[src/hdl/cc20_pkg.sv]
// Package: shared constants and the quarter-round function of the ChaCha20 block core.
`default_nettype none
package cc20_pkg;
   localparam int unsigned DefDoubleRounds = 10;
   localparam int unsigned WordCount = 16;
   localparam int unsigned PairCount = 8;

   localparam logic [31:0] SIGMA0 = 32'h61707865;
   localparam logic [31:0] SIGMA1 = 32'h3320646E;
   localparam logic [31:0] SIGMA2 = 32'h79622D32;
   localparam logic [31:0] SIGMA3 = 32'h6B206574;

   typedef enum logic [2:0] {
      CSR_KEY0   = 3'd0,
      CSR_KEY1   = 3'd1,
      CSR_KEY2   = 3'd2,
      CSR_KEY3   = 3'd3,
      CSR_NONCE0 = 3'd4,
      CSR_NONCE1 = 3'd5
   } csr_index_type;

   typedef logic [WordCount-1:0][31:0] state_type;

   function automatic logic [31:0] rotl(input logic [31:0] v, input int unsigned n);
      rotl = (v << n) | (v >> (32 - n));
   endfunction

   // One half of a quarter round: first (rotations 16/12) or second (8/7).
   function automatic logic [127:0] qhalf(input logic [127:0] abcd, input logic second);
      logic [31:0] a, b, c, d;
      a = abcd[31:0];
      b = abcd[63:32];
      c = abcd[95:64];
      d = abcd[127:96];
      a = a + b;
      d = second ? rotl(d ^ a, 8) : rotl(d ^ a, 16);
      c = c + d;
      b = second ? rotl(b ^ c, 7) : rotl(b ^ c, 12);
      qhalf = {d, c, b, a};
   endfunction
endpackage
`default_nettype wire

[src/hdl/cc20_serializer.sv]
// Serializer: final addition and output of the eight 64-bit keystream pairs.
`default_nettype none
module cc20_serializer
   import cc20_pkg::*;
(
   input  wire logic        clock,
   input  wire logic        reset,
   input  wire logic        valid_in,
   input  state_type        work_in,
   input  state_type        init_in,
   output logic             rsp_valid,
   output logic [63:0]      rsp_keystream_pair,
   output logic [2:0]       rsp_pair_index,
   output logic             rsp_last_pair
);
   state_type   sum_ff, sum_in;
   logic [2:0]  idx_ff, idx_in;
   logic        act_ff, act_in;

   always_comb begin
      sum_in = sum_ff;
      idx_in = idx_ff;
      act_in = act_ff;
      if (valid_in) begin
         for (int i = 0; i < WordCount; i++) sum_in[i] = work_in[i] + init_in[i];
         idx_in = 3'd0;
         act_in = 1'b1;
      end else if (act_ff) begin
         idx_in = idx_ff + 3'd1;
         act_in = (idx_ff != 3'd7);
      end
   end

   always_ff @(posedge clock) begin
      if (reset) begin
         act_ff <= 1'b0;
         idx_ff <= 3'd0;
      end else begin
         act_ff <= act_in;
         idx_ff <= idx_in;
      end
      sum_ff <= sum_in;
   end

   assign rsp_valid          = act_ff;
   assign rsp_keystream_pair = {sum_ff[{idx_ff, 1'b1}], sum_ff[{idx_ff, 1'b0}]};
   assign rsp_pair_index     = idx_ff;
   assign rsp_last_pair      = (idx_ff == 3'd7);
endmodule
`default_nettype wire

[config.mk]
export PLATFORM = sky130hd
export DESIGN_NAME = cc20_serializer
export DESIGN_NICKNAME = d
export VERILOG_FILES = /design/src/hdl/cc20_pkg.sv /design/src/hdl/cc20_serializer.sv
export SDC_FILE = /design/constraint.sdc
export NUM_CORES = 2
export LEC_CHECK = 0
export ABC_AREA = 1
export BUFFER_PORTS_ARGS = -buffer_cell sky130_fd_sc_hd__buf_2
export CORE_AREA = 2 2 422 424
export DETAILED_ROUTE_END_ITERATION = 7
export DIE_AREA = 0 0 424 426
export PLACE_DENSITY = 0.51
export SETUP_SLACK_MARGIN = 0.15
export SLEW_MARGIN = 20
export SYNTH_ARGS = -nofsm -noshare
export SYNTH_HDL_FRONTEND = slang
export SYNTH_SLANG_ARGS = --single-unit
export TNS_END_PERCENT = 50
[constraint.sdc]
create_clock -name clock -period 1.5 [get_ports clock]
set_input_delay 0.075 -clock clock [delete_from_list [all_inputs] [get_ports clock]]
set_output_delay 0.075 -clock clock [all_outputs]
set_load 0.01 [all_outputs]
==> impl_metrics.tcl <==
set metrics [dict create \
    synthDistinctLibCells 26 \
    routed-via-count 67100 \
    violations "negative setup slack" \
    fp.dieW_um 424 \
    grt_remaining_overflow 0 \
    grt_max_degree 56 \
    r2r_start "rsp_pair_index[0]" \
    synth_seq_area_share 0.272 \
    postSynthCellCount 9322 \
    start_kind "flip-flop" \
    path_buf_inv 5 \
    io_buffers 1095 \
    die_h_um 426 \
    dieArea_um2 181000 \
    regArea_um2 15500 \
    whs_path_depth 5 \
    drc 0 \
    clk_pin_slew_ns 0.06 \
    worst_slack_ns -1.05 \
    power.share.clock 0.267 \
    status "finished, violations left" \
    drt-total-wl_mm 292 \
    clock_sinks 516 \
    tightest_slew_ns 0.488 \
    holdWs_ns 0.0255 \
    drive_gt1_frac 0.250 \
    r2r_slack_ns -0.01 \
    syn-num-nets 10900 \
    r2r-end "rsp_pair_index[2]" \
    cp_top_family "buffers and inverters" \
    crit_type "reg -> out" \
    clk_latency_ns 0.65 \
    cpPeakStageDelay_ns 0.39 \
    hpwl_mm 250 \
    timing.fmax_mhz 391 \
    routedWlPerCell_um 20.6 \
    mostFrequentLayoutCells "nand2_1 (3,788), inv_1 (1,793), buf_4 (1,142)" \
    cts_inserted_buffers 69 \
    gp_congestion 1.05 \
    p_per_area_nw_per_um2 818 \
    p_total_mw 67.0 \
    cp_common_cell "buf_12" \
    relSlewSlack 0.673 \
    reg2regPathDepth 7 \
    areaGrowthSynthToFinish_pct 44.5 \
    drtIter0Drc 5336 \
    cts_root_buffer "clkbuf_16" \
    core-area_um2 176000 \
    swShare 0.378 \
    clk_path_buf_depth 3 \
    fin_skew_ns 0.00393 \
    setup_viol 68 \
    slowest_stage "dfxtp_4" \
    cp_max_fo 13 \
    multiInputGateArea_um2 36700 \
    cts_max_level 3 \
    period_share 1.70 \
    grt_pass1_wl_mm 412 \
    required_ns 1.42 \
    total_leakage_power_nw 47.2 \
    drtPass1Iterations 6 \
    seqPwrFrac 0.305 \
    start_util 0.323 \
    antenna_left 0 \
    viasPerCell 4.74 \
    cp-end-kind "primary output" \
    grtUsageTotal 0.309 \
    p_int_mw 41.7 \
    rows 154 \
    antenna_found_initial 42 \
    utilization 0.466 \
    syn_area_um2 56700 \
    slew_viol_final 0 \
    finalHoldViolations 0 \
    crit_chain "buf_12 > buf_12 > buf_16 > nor2_1 > o32ai_2 > buf_4 > nand2_1 > nand2_2 > buf_6" \
    ys_ff_latch 516 \
    final_nets 13300 \
    crit_arrival_ns 2.48 \
    period_needed_ns 2.55 \
    maxCapViolCount 0 \
    ys_warn_count 0 \
    fill_cells 18500 \
    hold_path_class "in -> reg" \
    ios 1096 \
    postSynthAreaPerCell_um2 6.09 \
    p_switching_mw 25.3 \
    rsz0062_at_grt "yes" \
    hp-start "work_in[510]" \
    first_global_vias 63700 \
    cts_tree "built" \
    peakVddDrop_uv 676 \
    final_common_cell "nand2_1" \
    combPwrFrac 0.429 \
    min_to "sum_ff[510]" \
]
==> sequential cells by signal, indices dropped and copies added, names as in the netlist <==
| register | cells |
|---|---|
| sum_ff | 512 |
| rsp_pair_index | 3 |
| rsp_valid | 1 |
==> per-stage QoR <==
stage | std cells | TNS (ns) | worst slack (ns) | instance area, µm²
3_3_place_gp | 13800 | -142.13 | -0.842 | 74700
6_report | 14200 | -62.88 | -1.05 | 82000
4_1_cts | 14100 | -66.72 | -1.12 | 80500
5_1_grt | 14100 | -66.65 | -1.11 | 81900
3_5_place_dp | 13800 | -144.47 | -0.806 | 74700
2_1_floorplan | 9322 | 0 | 0.00206 | 57500
==> final cells by class <==
type / instances / share of cell area
Sequential cell: 516 / 0.189
Timing Repair Buffer: 2442 / 0.216
Inverter: 1795 / 0.0825
Clock inverter: 40 / 0.00640
Clock buffer: 83 / 0.0224
Tap cell: 2340 / 0.0357
Antenna cell: 20 / 0.000611
Timing Repair inverter: 1 / 0.000137
Multi-Input combinational cell: 6913 / 0.447
==> worst min-delay path, stage by stage <==
cell     delay, ns
buf_2         0.11
ha_4          0.14
buf_4         0.12
nand3_1       0.07
nand2_1       0.07
==> synth_stat cells <==
master | n | area, µm²
o21ai_0 | 119 | 596
inv_2 | 1 | 3.75
xnor2_1 | 17 | 149
nand4_1 | 63 | 394
a211oi_1 | 1 | 7.51
buf_4 | 5 | 37.5
buf_1 | 4 | 15.0
inv_1 | 1794 | 6730
clkbuf_1 | 50 | 188
nor3_1 | 80 | 400
fa_1 | 16 | 320
o21bai_1 | 32 | 240
a21oi_1 | 322 | 1610
nand3_1 | 417 | 2090
buf_2 | 26 | 130
a21o_1 | 16 | 120
dfxtp_1 | 4 | 80.1
buf_6 | 13 | 146
edfxtp_1 | 512 | 15400
o21ai_1 | 9 | 45.0
or2_2 | 2 | 12.5
o32ai_1 | 128 | 1120
nor2_1 | 1013 | 3800
xor2_1 | 239 | 2090
nand2_1 | 3941 | 14800
ha_1 | 498 | 6230
==> power by group through the flow <==
stage / clock network [mW] / registers [mW] / logic [mW]
final: 17.9 / 20.4 / 28.7
after global placement: 0 / 20.5 / 26.3
after detailed placement: 0 / 20.5 / 26.3
after CTS: 18.1 / 20.3 / 28.0
after global routing: 18.6 / 20.5 / 31.2
after floorplan: 0 / 19.5 / 12.6
==> cells by family after synthesis <==
group | after synthesis | share of synthesized area
adder cells (fa/ha/maj) | 514 | 0.115
AO/OA/AOI/OAI | 627 | 0.0659
flip-flops | 516 | 0.272
AND/OR/NAND/NOR | 5516 | 0.379
XOR/XNOR | 256 | 0.0395
buffers and inverters | 1893 | 0.128
==> how the worst max path moves through the flow <==
stage                                 start                     end  slack, ns  cells after the start
final                     rsp_pair_index[0]  rsp_keystream_pair[52]      -1.05                      9
after global routing      rsp_pair_index[0]  rsp_keystream_pair[47]      -1.11                     12
after CTS                 rsp_pair_index[0]   rsp_keystream_pair[1]      -1.12                     10
after detailed placement  rsp_pair_index[0]  rsp_keystream_pair[53]      -0.81                      8
after global placement    rsp_pair_index[0]  rsp_keystream_pair[53]      -0.84                      8
after floorplan                 work_in[96]             sum_ff[124]      0.002                     12
==> per-layer routing <==
layer / share of wire / vias to the layer above / track usage
met4: 0.054 / 14 / 0.151
li1: - / 33700 / -
met2: 0.45 / 2205 / 0.496
met5: 0.00029 / - / 0
met3: 0.058 / 414 / 0.0392
met1: 0.44 / 30700 / 0.410
==> repair_timing <==
item,in CTS,in global routing
endpoints found under the hold margin,160,1
buffers inserted,45,9
setup endpoints to repair,71,100
hold buffers,88,1
cloned,22,8
gates resized for setup,358,267
pin swaps,78,85
(Power assumes the default switching activity.)
